File: src/rtl/pfpc_pkg.sv
// ----------------------------------------------------------------------------
// pfpc_pkg: shared definitions of the pose-follow controller
// Field widths, fixed-point constants, register indexes and the arctangent
// table of the vectoring unit.
// ----------------------------------------------------------------------------
package pfpc_pkg;

  // Field widths
  localparam int POS_W     = 16;   // Q5.10 position
  localparam int HDG_W     = 15;   // Q2.12 heading
  localparam int SPEED_W   = 16;   // output speeds
  localparam int GAIN_W    = 16;   // Q8.8 gains
  localparam int LIMIT_W   = 15;   // speed limits and distance tolerance
  localparam int HTOL_W    = 14;   // heading tolerance

  // Internal widths
  localparam int DIFF_W    = POS_W + 1;   // pose difference
  localparam int ABS_W     = POS_W;       // magnitude of a difference
  localparam int SUMSQ_W   = 33;          // dx^2 + dy^2
  localparam int ROOT_W    = 17;          // floor square root
  localparam int MAG_W     = 17;          // multiplier operand A
  localparam int PROD_W    = MAG_W + GAIN_W;
  localparam int CX_W      = 28;          // vectoring x and y
  localparam int CZ_W      = 20;          // vectoring angle, Q.16
  localparam int BEAR_W    = 16;          // bearing, Q3.12
  localparam int ANG_W     = 18;          // angles mapped to 0..2pi
  localparam int ERR_W     = 17;          // heading error magnitude
  localparam int STEP_W    = 5;           // vectoring step index

  // Configuration port
  localparam int CFG_ADDR_W = 3;
  localparam int CFG_DATA_W = 16;

  localparam logic [CFG_ADDR_W-1:0] REG_LINEAR_GAIN   = 3'd0;
  localparam logic [CFG_ADDR_W-1:0] REG_ANGULAR_GAIN  = 3'd1;
  localparam logic [CFG_ADDR_W-1:0] REG_LINEAR_MAX    = 3'd2;
  localparam logic [CFG_ADDR_W-1:0] REG_ANGULAR_MAX   = 3'd3;
  localparam logic [CFG_ADDR_W-1:0] REG_DIST_TOL      = 3'd4;
  localparam logic [CFG_ADDR_W-1:0] REG_HEADING_TOL   = 3'd5;

  // Fixed-point constants
  localparam logic signed [BEAR_W-1:0] PI_Q12      = 16'sd12868;
  localparam logic signed [ANG_W-1:0]  TWO_PI_Q12  = 18'sd25736;
  localparam logic        [ERR_W-1:0]  PI_MAG_Q12  = 17'd12868;
  localparam logic signed [CZ_W-1:0]   HALF_PI_Q16 = 20'sd102944;

  // Default configuration
  localparam logic [GAIN_W-1:0]  LINEAR_GAIN_RST  = 16'd256;
  localparam logic [GAIN_W-1:0]  ANGULAR_GAIN_RST = 16'd256;
  localparam logic [LIMIT_W-1:0] LINEAR_MAX_RST   = 15'd2048;
  localparam logic [LIMIT_W-1:0] ANGULAR_MAX_RST  = 15'd8192;
  localparam logic [LIMIT_W-1:0] DIST_TOL_RST     = 15'd102;
  localparam logic [HTOL_W-1:0]  HEADING_TOL_RST  = 14'd41;

  localparam int CORDIC_ITERATIONS_DEF = 16;

  // round(atan(2^-i) * 2^16); zero beyond the last useful step
  function automatic logic signed [CZ_W-1:0] atan_q16(input logic [STEP_W-1:0] idx);
    logic signed [CZ_W-1:0] v;
    begin
      case (idx)
        5'd0:    v = 20'sd51472;
        5'd1:    v = 20'sd30386;
        5'd2:    v = 20'sd16055;
        5'd3:    v = 20'sd8150;
        5'd4:    v = 20'sd4091;
        5'd5:    v = 20'sd2047;
        5'd6:    v = 20'sd1024;
        5'd7:    v = 20'sd512;
        5'd8:    v = 20'sd256;
        5'd9:    v = 20'sd128;
        5'd10:   v = 20'sd64;
        5'd11:   v = 20'sd32;
        5'd12:   v = 20'sd16;
        5'd13:   v = 20'sd8;
        5'd14:   v = 20'sd4;
        5'd15:   v = 20'sd2;
        5'd16:   v = 20'sd1;
        default: v = 20'sd0;
      endcase
      return v;
    end
  endfunction

endpackage

File: src/rtl/pfpc_pose_if.sv
// ----------------------------------------------------------------------------
// pfpc_pose_if: pose update channel
// Valid/ready channel that carries one pose from the leader or the follower.
// ----------------------------------------------------------------------------
interface pfpc_pose_if import pfpc_pkg::*; ();
  logic                     valid;
  logic                     ready;
  logic                     mode;
  logic signed [POS_W-1:0]  pos_x;
  logic signed [POS_W-1:0]  pos_y;
  logic signed [HDG_W-1:0]  heading;

  modport source (output valid, mode, pos_x, pos_y, heading, input ready);
  modport sink   (input valid, mode, pos_x, pos_y, heading, output ready);
endinterface

File: src/rtl/pfpc_cmd_if.sv
// ----------------------------------------------------------------------------
// pfpc_cmd_if: drive command channel
// Valid/ready channel that carries one linear and angular speed command.
// ----------------------------------------------------------------------------
interface pfpc_cmd_if import pfpc_pkg::*; ();
  logic                      valid;
  logic                      ready;
  logic signed [SPEED_W-1:0] fwd_rate;
  logic signed [SPEED_W-1:0] turn_rate;

  modport source (output valid, fwd_rate, turn_rate, input ready);
  modport sink   (input valid, fwd_rate, turn_rate, output ready);
endinterface

File: src/rtl/pfpc_sqrt.sv
// ----------------------------------------------------------------------------
// pfpc_sqrt: iterative integer square root
// Restoring digit-by-digit root, one result bit per cycle.
// ----------------------------------------------------------------------------
module pfpc_sqrt import pfpc_pkg::*; (
  input  logic                clk,
  input  logic                rst,
  input  logic                start,
  input  logic [SUMSQ_W-1:0]  radicand,
  output logic                busy,
  output logic [ROOT_W-1:0]   root
);

  localparam int RAD_W = 2 * ROOT_W;
  localparam int REM_W = ROOT_W + 4;

  logic [RAD_W-1:0]  rad;
  logic [REM_W-1:0]  rem;
  logic [STEP_W-1:0] cnt;
  logic [REM_W-1:0]  rem_sh;
  logic [REM_W-1:0]  trial;
  logic              take;

  always_comb begin
    rem_sh = {rem[REM_W-3:0], rad[RAD_W-1 -: 2]};
    trial  = {2'b00, root, 2'b01};
    take   = (rem_sh >= trial);
  end

  always_ff @(posedge clk) begin
    if (rst) begin
      busy <= 1'b0;
    end else if (start) begin
      busy <= 1'b1;
    end else if (busy && cnt == STEP_W'(ROOT_W - 1)) begin
      busy <= 1'b0;
    end
  end

  always_ff @(posedge clk) begin
    if (start) begin
      rad  <= RAD_W'(radicand);
      rem  <= '0;
      root <= '0;
      cnt  <= '0;
    end else if (busy) begin
      rad  <= {rad[RAD_W-3:0], 2'b00};
      rem  <= take ? (rem_sh - trial) : rem_sh;
      root <= {root[ROOT_W-2:0], take};
      cnt  <= cnt + STEP_W'(1);
    end
  end

endmodule

File: src/rtl/pfpc_cordic.sv
// ----------------------------------------------------------------------------
// pfpc_cordic: iterative vectoring arctangent
// One shift-add micro-rotation per cycle over a shared adder set.
// ----------------------------------------------------------------------------
module pfpc_cordic import pfpc_pkg::*; #(
  parameter int CORDIC_ITERATIONS = CORDIC_ITERATIONS_DEF
) (
  input  logic                      clk,
  input  logic                      rst,
  input  logic                      start,
  input  logic signed [DIFF_W-1:0]  dx,
  input  logic signed [DIFF_W-1:0]  dy,
  output logic                      busy,
  output logic signed [BEAR_W-1:0]  bearing
);

  logic signed [CX_W-1:0]  x;
  logic signed [CX_W-1:0]  y;
  logic signed [CZ_W-1:0]  z;
  logic [STEP_W-1:0]       cnt;
  logic                    flat;
  logic signed [BEAR_W-1:0] flat_bearing;

  logic signed [CX_W-1:0]  xi;
  logic signed [CX_W-1:0]  yi;
  logic signed [CX_W-1:0]  xs;
  logic signed [CX_W-1:0]  ys;
  logic signed [CZ_W-1:0]  z_rnd;

  always_comb begin
    xi    = {{(CX_W-DIFF_W-8){dx[DIFF_W-1]}}, dx, 8'h00};
    yi    = {{(CX_W-DIFF_W-8){dy[DIFF_W-1]}}, dy, 8'h00};
    xs    = x >>> cnt;
    ys    = y >>> cnt;
    z_rnd = (z + CZ_W'(8)) >>> 4;
    bearing = flat ? flat_bearing : BEAR_W'(z_rnd);
  end

  always_ff @(posedge clk) begin
    if (rst) begin
      busy <= 1'b0;
    end else if (start) begin
      busy <= (dy != '0);
    end else if (busy && cnt == STEP_W'(CORDIC_ITERATIONS - 1)) begin
      busy <= 1'b0;
    end
  end

  always_ff @(posedge clk) begin
    if (start) begin
      cnt          <= '0;
      flat         <= (dy == '0);
      flat_bearing <= dx[DIFF_W-1] ? PI_Q12 : '0;
      // Quarter-turn pre-rotation brings the vector into the right half-plane.
      if (dx[DIFF_W-1]) begin
        if (!dy[DIFF_W-1]) begin
          x <= yi;
          y <= -xi;
          z <= HALF_PI_Q16;
        end else begin
          x <= -yi;
          y <= xi;
          z <= -HALF_PI_Q16;
        end
      end else begin
        x <= xi;
        y <= yi;
        z <= '0;
      end
    end else if (busy) begin
      cnt <= cnt + STEP_W'(1);
      if (y > 0) begin
        x <= x + ys;
        y <= y - xs;
        z <= z + atan_q16(cnt);
      end else begin
        x <= x - ys;
        y <= y + xs;
        z <= z - atan_q16(cnt);
      end
    end
  end

endmodule

File: src/rtl/pose_follow_p_controller.sv
// ----------------------------------------------------------------------------
// pose_follow_p_controller: go-to-goal proportional controller
// Keeps the latest leader and follower poses and issues one drive command
// each time both have been refreshed.
// ----------------------------------------------------------------------------
//
//   channel  dir  handshake         payload
//   -------  ---  ----------------  -----------------------------------------
//   pose     in   valid / ready     mode, pos_x, pos_y, heading
//   cmd      out  valid / ready     fwd_rate, turn_rate
//   cfg      in   cfg_we only       cfg_addr, cfg_data
//
// A transfer that leaves both sources fresh starts a command that runs through
// the setup states S_DIFF, S_SQX, S_SQY and S_SUM, waits in S_WAIT on the
// 17-step square root, then takes S_ERR for the error, S_MULL and S_MULA for
// the two gain products, S_SAT for saturation and S_OUT, which loads the
// result into the output register. The vectoring unit starts in S_SQX and runs
// alongside the square root; S_WAIT holds until both have finished. The pose
// channel is not ready while a command is being worked out. A finished command
// waits in the output register while new poses are still accepted; only a
// second command waits for the first to leave. Reset is synchronous and
// restores the default configuration and clears both fresh flags.
//
module pose_follow_p_controller import pfpc_pkg::*; #(
  parameter int CORDIC_ITERATIONS = CORDIC_ITERATIONS_DEF
) (
  input  logic                   clk,
  input  logic                   rst,
  input  logic                   cfg_we,
  input  logic [CFG_ADDR_W-1:0]  cfg_addr,
  input  logic [CFG_DATA_W-1:0]  cfg_data,
  pfpc_pose_if.sink              pose,
  pfpc_cmd_if.source             cmd
);

  // Sequencer states, one-hot.
  typedef enum logic [10:0] {
    S_IDLE = 11'b00000000001,
    S_DIFF = 11'b00000000010,
    S_SQX  = 11'b00000000100,
    S_SQY  = 11'b00000001000,
    S_SUM  = 11'b00000010000,
    S_WAIT = 11'b00000100000,
    S_ERR  = 11'b00001000000,
    S_MULL = 11'b00010000000,
    S_MULA = 11'b00100000000,
    S_SAT  = 11'b01000000000,
    S_OUT  = 11'b10000000000
  } state_t;

  typedef struct packed {
    logic             neg;
    logic [ERR_W-1:0] mag;
  } turn_t;

  state_t state;
  state_t state_next;

  // Configuration registers
  logic [GAIN_W-1:0]  linear_gain;
  logic [GAIN_W-1:0]  angular_gain;
  logic [LIMIT_W-1:0] fwd_limit;
  logic [LIMIT_W-1:0] turn_limit;
  logic [LIMIT_W-1:0] distance_tolerance;
  logic [HTOL_W-1:0]  heading_tolerance;

  // Stored poses; they are always written before a command reads them.
  logic signed [POS_W-1:0] leader_x;
  logic signed [POS_W-1:0] leader_y;
  logic signed [HDG_W-1:0] leader_heading;
  logic signed [POS_W-1:0] follower_x;
  logic signed [POS_W-1:0] follower_y;
  logic signed [HDG_W-1:0] follower_heading;
  logic                    leader_fresh;
  logic                    follower_fresh;

  // Datapath registers
  logic signed [DIFF_W-1:0]  dx;
  logic signed [DIFF_W-1:0]  dy;
  logic [PROD_W-1:0]         prod;
  logic [SUMSQ_W-1:0]        sumsq;
  logic                      near;
  logic                      err_neg;
  logic [ERR_W-1:0]          err_mag;
  logic                      ang_zero;
  logic signed [SPEED_W-1:0] lin_q;
  logic signed [SPEED_W-1:0] ang_q;
  logic                      out_valid;
  logic signed [SPEED_W-1:0] out_lin;
  logic signed [SPEED_W-1:0] out_ang;

  // Shared multiplier operands
  logic [MAG_W-1:0]  mul_a;
  logic [GAIN_W-1:0] mul_b;
  logic [PROD_W-1:0] mul_p;

  logic [ABS_W-1:0]          adx;
  logic [ABS_W-1:0]          ady;
  logic                      pose_acc;
  logic                      completes;
  logic                      out_free;

  // Iterative units
  logic                      sqrt_start;
  logic                      sqrt_busy;
  logic [ROOT_W-1:0]         gap;
  logic                      cordic_start;
  logic                      cordic_busy;
  logic signed [BEAR_W-1:0]  bearing;

  turn_t                     turn_far;
  turn_t                     turn_near;
  turn_t                     turn_sel;
  logic                      near_now;

  // Map an angle to 0..2pi.
  function automatic logic signed [ANG_W-1:0] wrap_pos(input logic signed [ANG_W-1:0] a);
    begin
      return (a < 0) ? a + TWO_PI_Q12 : a;
    end
  endfunction

  // Shortest-turn sign rule on target b and own angle t; errors beyond pi
  // are not wrapped.
  function automatic turn_t turn_error(input logic signed [ANG_W-1:0] b,
                                       input logic signed [ANG_W-1:0] t);
    turn_t r;
    logic signed [ANG_W-1:0] d;
    begin
      d     = (b > t) ? b - t : t - b;
      r.mag = ERR_W'(d);
      r.neg = ((b > t) && (r.mag > PI_MAG_Q12)) || ((b < t) && (r.mag < PI_MAG_Q12));
      return r;
    end
  endfunction

  // Round the Q8.8 product half up, clamp the magnitude and restore the sign.
  function automatic logic signed [SPEED_W-1:0] scale_sat(input logic [PROD_W-1:0] p,
                                                         input logic [LIMIT_W-1:0] lim,
                                                         input logic neg);
    logic [PROD_W:0]       rnd;
    logic [LIMIT_W-1:0]    m;
    logic [SPEED_W-1:0]    u;
    begin
      rnd = (PROD_W+1)'(p) + (PROD_W+1)'(128);
      m   = (rnd[PROD_W:8] > (PROD_W-7)'(lim)) ? lim : rnd[LIMIT_W+7:8];
      u   = SPEED_W'(m);
      return neg ? -$signed(u) : $signed(u);
    end
  endfunction

  // Handshakes
  assign pose.ready    = (state == S_IDLE);
  assign pose_acc      = pose.valid && pose.ready;
  assign completes     = pose_acc && (pose.mode ? leader_fresh : follower_fresh);
  assign out_free      = !out_valid || cmd.ready;
  assign cmd.valid     = out_valid;
  assign cmd.fwd_rate  = out_lin;
  assign cmd.turn_rate = out_ang;

  // Configuration writes; indexes beyond the list are ignored.
  always_ff @(posedge clk) begin
    if (rst) begin
      linear_gain        <= LINEAR_GAIN_RST;
      angular_gain       <= ANGULAR_GAIN_RST;
      fwd_limit          <= LINEAR_MAX_RST;
      turn_limit         <= ANGULAR_MAX_RST;
      distance_tolerance <= DIST_TOL_RST;
      heading_tolerance  <= HEADING_TOL_RST;
    end else if (cfg_we) begin
      case (cfg_addr)
        REG_LINEAR_GAIN:  linear_gain        <= cfg_data[GAIN_W-1:0];
        REG_ANGULAR_GAIN: angular_gain       <= cfg_data[GAIN_W-1:0];
        REG_LINEAR_MAX:   fwd_limit          <= cfg_data[LIMIT_W-1:0];
        REG_ANGULAR_MAX:  turn_limit         <= cfg_data[LIMIT_W-1:0];
        REG_DIST_TOL:     distance_tolerance <= cfg_data[LIMIT_W-1:0];
        REG_HEADING_TOL:  heading_tolerance  <= cfg_data[HTOL_W-1:0];
        default: ;
      endcase
    end
  end

  // Pose storage. The fresh flag of the source that completes a pair is never
  // set; both flags drop as the command starts.
  always_ff @(posedge clk) begin
    if (rst) begin
      leader_fresh   <= 1'b0;
      follower_fresh <= 1'b0;
    end else if (pose_acc) begin
      if (completes) begin
        leader_fresh   <= 1'b0;
        follower_fresh <= 1'b0;
      end else if (pose.mode) begin
        follower_fresh <= 1'b1;
      end else begin
        leader_fresh   <= 1'b1;
      end
    end
  end

  always_ff @(posedge clk) begin
    if (pose_acc) begin
      if (pose.mode) begin
        follower_x       <= pose.pos_x;
        follower_y       <= pose.pos_y;
        follower_heading <= pose.heading;
      end else begin
        leader_x         <= pose.pos_x;
        leader_y         <= pose.pos_y;
        leader_heading   <= pose.heading;
      end
    end
  end

  // Sequencer
  always_comb begin
    state_next = state;
    case (state)
      S_IDLE: if (completes) state_next = S_DIFF;
      S_DIFF: state_next = S_SQX;
      S_SQX:  state_next = S_SQY;
      S_SQY:  state_next = S_SUM;
      S_SUM:  state_next = S_WAIT;
      S_WAIT: if (!sqrt_busy && !cordic_busy) state_next = S_ERR;
      S_ERR:  state_next = S_MULL;
      S_MULL: state_next = S_MULA;
      S_MULA: state_next = S_SAT;
      S_SAT:  state_next = S_OUT;
      S_OUT:  if (out_free) state_next = S_IDLE;
      default: state_next = S_IDLE;
    endcase
  end

  always_ff @(posedge clk) begin
    if (rst) begin
      state <= S_IDLE;
    end else begin
      state <= state_next;
    end
  end

  // The single multiplier serves both squares and both gain products.
  always_comb begin
    adx = dx[DIFF_W-1] ? ABS_W'(-dx) : ABS_W'(dx);
    ady = dy[DIFF_W-1] ? ABS_W'(-dy) : ABS_W'(dy);
    case (state)
      S_SQX: begin
        mul_a = MAG_W'(adx);
        mul_b = adx;
      end
      S_SQY: begin
        mul_a = MAG_W'(ady);
        mul_b = ady;
      end
      S_MULL: begin
        mul_a = MAG_W'(gap);
        mul_b = linear_gain;
      end
      default: begin
        mul_a = err_mag;
        mul_b = angular_gain;
      end
    endcase
    mul_p = PROD_W'(mul_a) * PROD_W'(mul_b);
  end

  // Heading error for both cases, selected by the distance test.
  always_comb begin
    near_now  = (gap <= ROOT_W'(distance_tolerance));
    turn_far  = turn_error(wrap_pos(ANG_W'(bearing)), wrap_pos(ANG_W'(follower_heading)));
    turn_near = turn_error(wrap_pos(ANG_W'(leader_heading)),
                           wrap_pos(ANG_W'(follower_heading)));
    turn_sel  = near_now ? turn_near : turn_far;
  end

  assign cordic_start = (state == S_SQX);
  assign sqrt_start   = (state == S_SUM);

  always_ff @(posedge clk) begin
    case (state)
      S_DIFF: begin
        dx <= DIFF_W'(leader_x) - DIFF_W'(follower_x);
        dy <= DIFF_W'(leader_y) - DIFF_W'(follower_y);
      end
      S_SQX: prod <= mul_p;
      S_SQY: begin
        sumsq <= SUMSQ_W'(prod);
        prod  <= mul_p;
      end
      S_ERR: begin
        near     <= near_now;
        err_neg  <= turn_sel.neg;
        err_mag  <= turn_sel.mag;
        // Inside the distance tolerance a small heading error commands no turn.
        ang_zero <= near_now && (turn_sel.mag <= ERR_W'(heading_tolerance));
      end
      S_MULL: prod <= mul_p;
      S_MULA: begin
        lin_q <= near ? '0 : scale_sat(prod, fwd_limit, 1'b0);
        prod  <= mul_p;
      end
      S_SAT: ang_q <= ang_zero ? '0 : scale_sat(prod, turn_limit, err_neg);
      default: ;
    endcase
  end

  // Output register; it is loaded only when empty or being emptied.
  always_ff @(posedge clk) begin
    if (rst) begin
      out_valid <= 1'b0;
    end else if (state == S_OUT && out_free) begin
      out_valid <= 1'b1;
    end else if (cmd.ready) begin
      out_valid <= 1'b0;
    end
  end

  always_ff @(posedge clk) begin
    if (state == S_OUT && out_free) begin
      out_lin <= lin_q;
      out_ang <= ang_q;
    end
  end

  pfpc_sqrt u_sqrt (
    .clk      (clk),
    .rst      (rst),
    .start    (sqrt_start),
    .radicand (sumsq + SUMSQ_W'(prod)),
    .busy     (sqrt_busy),
    .root     (gap)
  );

  pfpc_cordic #(
    .CORDIC_ITERATIONS (CORDIC_ITERATIONS)
  ) u_cordic (
    .clk     (clk),
    .rst     (rst),
    .start   (cordic_start),
    .dx      (dx),
    .dy      (dy),
    .busy    (cordic_busy),
    .bearing (bearing)
  );

endmodule
File: src/flat_wrapper.sv
// flat-port wrapper written by rule: the top's interface ports become plain ports
module pose_follow_p_controller_flat import pfpc_pkg::*;
#(
  parameter int CORDIC_ITERATIONS = CORDIC_ITERATIONS_DEF
)
  (clk, rst, cfg_we, cfg_addr, cfg_data, pose_valid, pose_mode, pose_pos_x, pose_pos_y, pose_heading, pose_ready, cmd_valid, cmd_fwd_rate, cmd_turn_rate, cmd_ready);
  pfpc_pose_if pose_i ();
  pfpc_cmd_if cmd_i ();
  input  logic clk;
  input  logic rst;
  input  logic cfg_we;
  input  logic [CFG_ADDR_W-1:0] cfg_addr;
  input  logic [CFG_DATA_W-1:0] cfg_data;
  input wire logic [$bits(pose_i.valid)-1:0] pose_valid;
  input wire logic [$bits(pose_i.mode)-1:0] pose_mode;
  input wire logic [$bits(pose_i.pos_x)-1:0] pose_pos_x;
  input wire logic [$bits(pose_i.pos_y)-1:0] pose_pos_y;
  input wire logic [$bits(pose_i.heading)-1:0] pose_heading;
  output wire logic [$bits(pose_i.ready)-1:0] pose_ready;
  output wire logic [$bits(cmd_i.valid)-1:0] cmd_valid;
  output wire logic [$bits(cmd_i.fwd_rate)-1:0] cmd_fwd_rate;
  output wire logic [$bits(cmd_i.turn_rate)-1:0] cmd_turn_rate;
  input wire logic [$bits(cmd_i.ready)-1:0] cmd_ready;
  assign pose_i.valid = pose_valid;
  assign pose_i.mode = pose_mode;
  assign pose_i.pos_x = pose_pos_x;
  assign pose_i.pos_y = pose_pos_y;
  assign pose_i.heading = pose_heading;
  assign pose_ready = pose_i.ready;
  assign cmd_valid = cmd_i.valid;
  assign cmd_fwd_rate = cmd_i.fwd_rate;
  assign cmd_turn_rate = cmd_i.turn_rate;
  assign cmd_i.ready = cmd_ready;
  pose_follow_p_controller #(.CORDIC_ITERATIONS(CORDIC_ITERATIONS)) u_core (.clk(clk), .rst(rst), .cfg_we(cfg_we), .cfg_addr(cfg_addr), .cfg_data(cfg_data), .pose(pose_i), .cmd(cmd_i));
endmodule
File: config.mk
export PLATFORM = sky130hd
export DESIGN_NAME = pose_follow_p_controller_flat
export DESIGN_NICKNAME = d
export VERILOG_FILES = /design/src/rtl/pfpc_pkg.sv /design/src/rtl/pfpc_pose_if.sv /design/src/rtl/pfpc_cmd_if.sv /design/src/rtl/pfpc_sqrt.sv /design/src/rtl/pfpc_cordic.sv /design/src/rtl/pose_follow_p_controller.sv /design/src/flat_wrapper.sv
export SDC_FILE = /design/constraint.sdc
export NUM_CORES = 2
export LEC_CHECK = 0
export ABC_CLOCK_PERIOD_IN_PS = 8300
export BUFFER_PORTS_ARGS = -buffer_cell sky130_fd_sc_hd__buf_2
export CORE_ASPECT_RATIO = 1.5
export CORE_UTILIZATION = 45
export DETAILED_ROUTE_END_ITERATION = 10
export PLACE_DENSITY_LB_ADDON = 0.05
export SLEW_MARGIN = 40
export SYNTH_ARGS = -nofsm -noshare
export SYNTH_HDL_FRONTEND = slang
export SYNTH_SLANG_ARGS = --single-unit
File: constraint.sdc
create_clock -name clk -period 8.3 [get_ports clk]
set_input_delay 0.83 -clock clk [delete_from_list [all_inputs] [get_ports clk]]
set_output_delay 0.83 -clock clk [all_outputs]
set_load 0.005 [all_outputs]
# After elaboration in Yosys (flattened, before gate mapping)
# Memory sizes are Yosys's and may differ from the RTL's. A register that Yosys moved wholly into a read port is not among the register bits.
# Index checks and enable logic that the tools add are counted.
[classes]
mul = 1
bitwise_logic = 2
eq_ne = 22
shifts = 2
reduce_logical = 39
n_addsub = 26
n_lt_le_gt_ge = 17
muxes = 58
[ops]
columns = ["cell", "n"]
rows = [
  ["$mux 28", 10],
  ["$mux 20", 11],
  ["$pmux 11 s11", 1],
  ["$mux 18", 4],
  ["$sub 17x17->17", 4],
  ["$mux 33", 2],
  ["$add 28x28->28", 2],
  ["$neg 25->28", 2],
  ["$sshr 28x5->28", 2],
  ["$sub 28x28->28", 2],
  ["$gt 26x15->1", 2],
  ["$pmux 17 s3", 1],
  ["$mux 16", 3],
  ["$pmux 16 s3", 1],
  ["$mux 15", 3],
  ["$gt 18x18->1", 2],
  ["$lt 18x18->1", 2],
  ["$add 15x16->17 const B", 2],
  ["$add 33x8->34 const B", 1],
  ["$gt 17x14->1 const B", 2],
  ["$lt 17x14->1 const B", 2],
  ["$mux 17", 2],
  ["$sub 16x16->17", 2],
  ["$add 33x33->33", 1],
  ["other kinds (50)", 101],
]
[totals]
rom_bits = 1024
out_inout_bits = 34
ff_bits = 558
mem_count = 2
wordCells = 212
input_bits = 72
[memory_table]
columns = ["memory", "depth", "width", "read_ports", "rd_ports_with_merged_regs", "wr", "line_no", "text"]
rows = [
  ["(no name shown)", 32, 16, 1, 1, 0, "pfpc_pkg.sv:61", "case (idx)"],
  ["(no name shown)", 32, 16, 1, 1, 0, "pfpc_pkg.sv:61", ""],
]

# Logic depth before layout (Yosys ltp)
[depth]
ltp_word = 12
depth_mapped = 38
mapped_depth_nobuf = 38

# By module
# Synthesis repeated with hierarchy kept, for this count alone.
[hier_totals]
cells_unflattened = 5462
hier_area_um2 = 49620.1
[by_module_without_submodules]
columns = ["module", "cells_each", "n_inst", "area_each_um2", "seq_area_each_um2"]
rows = [
  ["pose_follow_p_controller", 3439, 1, 31776.7, 10390.0],
  ["pfpc_cordic", 1630, 1, 13749.4, 2782.7],
  ["pfpc_sqrt", 393, 1, 4093.9, 1851.8],
]

# Worst setup path after synthesis
# OpenSTA, ideal clock, no wires.
[synth_path]
path_kind = "register to register"
start = "reg u_core.state[9]"
end = "reg u_core.prod[31] (data pin)"
t_required_ns = 8.042
path_buffers = 3
synth_period_minus_slack_ns = 9.201
stages_incl_launch_ff = 37
slack_ns = -0.901
setup_ns = 0.258
arrival_ns = 8.943
cell_sequence = "dfxtp_1 -> nor2_1 -> nand2_1 -> nor4_1 -> nand2_1 -> nor3b_1 -> inv_1 -> nand3_1 -> clkbuf_1 -> buf_1 -> nand3_1 -> o21ai_0 -> clkbuf_1 -> nor2_1 -> fa_1 -> inv_1 -> fa_1 -> fa_1 -> fa_1 -> inv_1 -> fa_1 -> inv_1 -> fa_1 -> inv_1 -> ha_1 -> a21oi_1 -> nor2b_1 -> o21ai_0 -> nand2b_1 -> a211oi_1 -> o211ai_1 -> a31oi_1 -> o21bai_1 -> a2111oi_0 -> o311ai_0 -> a21oi_1 -> xnor2_1"
[synth_between]
elab_chain_cells = 3
word_cells_on_any_way = 6
cone_classes = "mul (1); eq/ne (3); mux (2)"
[synth_rtl]
columns = ["element", "line_no", "text"]
rows = [
  ["start, declared", "pose_follow_p_controller.sv:56", "state_t state;"],
  ["start signal, assigned", "pose_follow_p_controller.sv:238", "state <= state_next;"],
  ["$eq 11x8->1 (tied with other cells)", "pose_follow_p_controller.sv:246", "case (state)"],
  ["$pmux 17 s3 / $pmux 16 s3 (equally long branches)", "pose_follow_p_controller.sv:246", ""],
  ["$mul 17x16->33 *", "pose_follow_p_controller.sv:264", "mul_p = PROD_W'(mul_a) * PROD_W'(mul_b);"],
  ["named net u_core.mul_p[31]", "pose_follow_p_controller.sv:95", "logic [PROD_W-1:0] mul_p;"],
  ["end signal, assigned", "pose_follow_p_controller.sv:285", "S_SQX: prod <= mul_p;"],
  ["end signal, assigned", "pose_follow_p_controller.sv:288", "prod <= mul_p;"],
  ["end signal, assigned", "pose_follow_p_controller.sv:297", "S_MULL: prod <= mul_p;"],
  ["end, declared", "pose_follow_p_controller.sv:80", "logic [PROD_W-1:0] prod;"],
]
# The timed path passes the listed nets; every way through them passes the cells marked *.
# A chain may end at the register's enable or synchronous reset.

# Worst setup path after layout
[layout_path]
start = "reg u_core.dx[0]"
end = "reg u_core.prod[32] (data pin)"
[layout_between]
elab_chain_cells = 4
word_cells_on_any_way = 5
cone_classes = "add/sub (1); mul (1); mux (3)"
[layout_rtl]
columns = ["element", "line_no", "text"]
rows = [
  ["start, declared", "pose_follow_p_controller.sv:78", "logic signed [DIFF_W-1:0] dx;"],
  ["start signal, assigned", "pose_follow_p_controller.sv:282", "dx <= DIFF_W'(leader_x) - DIFF_W'(follower_x);"],
  ["$neg 16->16", "pose_follow_p_controller.sv:244", "adx = dx[DIFF_W-1] ? ABS_W'(-dx) : ABS_W'(dx);"],
  ["$mux 16 *", "pose_follow_p_controller.sv:244", ""],
  ["$pmux 17 s3 / $pmux 16 s3 (equally long branches)", "pose_follow_p_controller.sv:246", ""],
  ["$mul 17x16->33 *", "pose_follow_p_controller.sv:264", ""],
  ["named net u_core.mul_p[32]", "pose_follow_p_controller.sv:95", ""],
]
# Marked as above.

==> impl_metrics.ini <==
[status]
status = finished, violations left
failed_checks = negative setup slack

[cells_and_area]
register_area_um2 = 15000
finalNetCount = 6339
layout_common_cells = 639 x nand2_1, 522 x inv_1, 472 x nor2_1, 400 x ha_1, 387 x edfxtp_1
multi_input_area_um2 = 30900
fill_cells = 10100
drive_above_1_share_pct = 14.3
stdcell_count = 7101
final_common_cell = nand2_1
fin_util_pct = 52.0
syn_to_final_growth_pct = 14.2

[logic_synthesis]
synthFlopType = edfxtp_1
synth_cells = 5327
ys_ff_latch = 557
ys_types = 97
avgSynthCellArea_um2 = 9.05
yosys_warnings = 0
synth-seq-area-share_pct = 31.2
syn-cell-area_um2 = 48200
synthArstFlopShare_pct = 0
synth_enable_flop_cells = 387

[pwr]
powerDensity_nw_per_um2 = 165
finalPower_mw = 9.10
vdd_drop_max_mv = 0.198
p_leak_nw = 23.3

[drt]
routed-wl-met3_um = 5600
antenna_left = 0
vias = 39800
wire_per_inst_um = 21.8
met1Wirelength_um = 58100
routed-wl-met2_um = 81100
routed.top_layer = met4
drcViolationCount = 0
viasPerCell = 5.61
drt-initial-drc-count = 2411
routed_wl_um = 155000
drt_first_pass_iters = 6

[timing]
fmax_mhz = 116
period_share_pct = 104
setup_slack_ns = -0.348
final-hold-violation-count = 0
worstMarginPinSlew_ns = 0.887
finalSetupTns_ns = -1.49
rsz0062_at_grt = true
post-route-min-period_ns = 8.65
finalMaxSlewViolations = 0
slew-limit-headroom_pct = 40.8
fin_skew_ns = 0.0429
setup_viol = 8

[clocking]
clock-root-buffer = clkbuf_16
clk_path_buf_depth = 3
hold_buffers = 0
cts_sinks = 557
clock_latency_ns = 0.69
cts_tree = yes
htreeDepth = 2
cts.clk_slew.worst_paths_ns = 0.07
cts_buffers = 59

[critical_path]
critical_path_peak_fanout = 3
crit_path_start_kind = flip-flop
end_kind = flip-flop
cp.arrival_ns = 9.05
crit_type = flip-flop to flip-flop
critPathRequiredTime_ns = 8.71
cpMostUsedCell = fa_1
critPathSlowestCell = fa_1
cp_slowest_stage_delay_ns = 0.58

[grt]
gr-usage-all-layers_pct = 28.3
overflow = 0
grt_pass1_vias = 39700
grt_pass1_wl_um = 235000
antenna_found_initial = 2
grt_max_degree = 62

[placed_design]
dp_hpwl_um = 126000
routabilityCongestion = 0.960
dp_cells = 6968
io_buffers = 104

[min_path]
worst_hold_path_type = primary input to flip-flop

[floorplanning]
rows = 146
initial_core_util_pct = 45.5
core-area_um2 = 106000
pin_count = 106
die-area_um2 = 108000
die_w_um = 269
die_h_um = 403

[job]
drv_cap = 0
area by class of cell:
type	instances	share of cell area (%)
Antenna cell	2	0.00909
Clock buffer	74	2.88
Clock inverter	37	0.802
Inverter	536	3.67
Multi-Input combinational cell	4033	56.2
Sequential cell	557	27.3
Tap cell	1406	3.20
Timing Repair Buffer	456	5.95
critical path, delay by kind of cell (launching register included):
family / cells / cell delay, ns
flops: 1 / 0.42
xor+xnor: 2 / 0.28
compound gates: 11 / 1.90
buf+inv: 5 / 0.50
fa+ha+maj: 8 / 3.52
simple gates: 9 / 1.78
final timing paths:
kind | start | endpoint | slack, ns | cells after the start
max | u_core.dx[0]$_DFFE_PP_ | u_core.prod[32]$_DFFE_PP_ | -0.35 | 35
min | pose_pos_x[6] | u_core.follower_x[6]$_DFFE_PP_ | 0.34 | 1
max reg2reg | u_core.dx[0]$_DFFE_PP_ | u_core.prod[32]$_DFFE_PP_ | -0.35 | 35
min reg2reg | u_core.ang_q[15]$_SDFFCE_PP0P_ | u_core.cmd.turn_rate[15]$_DFFE_PP_ | 0.42 | 0
state kept, by name (all words and copies together), names as in the netlist, 16 cells and up, named ones only:
register and cells:
u_core.follower_x 16, u_core.follower_y 16, u_core.sumsq 33, u_core.ang_q 16, u_core.u_cordic.x 28, u_core.u_sqrt.rem 19, u_core.dy 17, u_core.prod 33
u_core.u_sqrt.rad 34, u_core.dx 17, u_core.leader_x 16, u_core.leader_y 16, u_core.u_cordic.y 28, u_core.err_mag 17, u_core.linear_gain 16, u_core.cmd.turn_rate 16
u_core.angular_gain 16, u_core.u_cordic.z 20, u_core.u_sqrt.root 17
stage by stage:
step	cell area, um2	setup slack, ns	hold slack (ns)
after floorplan	48400	-0.238	0.400
after global placement	52400	-0.685	0.401
after detailed placement	52500	-0.709	0.405
after CTS	54800	-0.518	0.281
after global routing	55000	-0.707	0.306
final	55000	-0.348	0.341
where the power goes:
group / switching [mW] / internal (mW) / total (mW)
registers: 0.0913 / 3.16 / 3.25
clock network: 1.23 / 1.56 / 2.79
logic: 1.83 / 1.23 / 3.06
total: 3.15 / 5.95 / 9.10
repair_timing:
action / in CTS / in global routing
setup endpoints to repair: 11 / 17
cloned: 0 / 0
pin swaps: 24 / 33
buffers inserted: 13 / 7
gates resized for setup: 40 / 41
cells by family after synthesis:
| logic type | Yosys count | synth area share, % |
|---|---|---|
| AOI/OAI and AO/OA | 1192 | 15.4 |
| xor gates and xnor gates | 339 | 6.16 |
| other | 2 | 0.0156 |
| muxes | 193 | 5.87 |
| and+or+nand+nor | 1678 | 15.8 |
| adders and majority gates | 624 | 19.6 |
| buffers and inverters | 742 | 5.88 |
| DFF | 557 | 31.2 |
synthesized netlist by cell type, drive strengths merged, types with 99 or more instances:
library cell  number  share of area [%]
nand2            645                5.0
inv              536                4.2
nor2             489                3.8
ha               406                 11
edfxtp           387                 24
a21oi            335                3.5
o21ai            325                3.4
fa               218                9.1
xnor2            216                3.9
dfxtp            170                7.1
clkbuf           157                1.2
xor2             123                2.2
mux2i             99                2.1
routing by layer:
metal	track usage [%]	up-vias
met3	2.66	347
met2	53.0	992
li1	-	19200
met1	30.8	19300
met4	16.5	0
met5	0	-
Power figures use the tool's default switching activity.
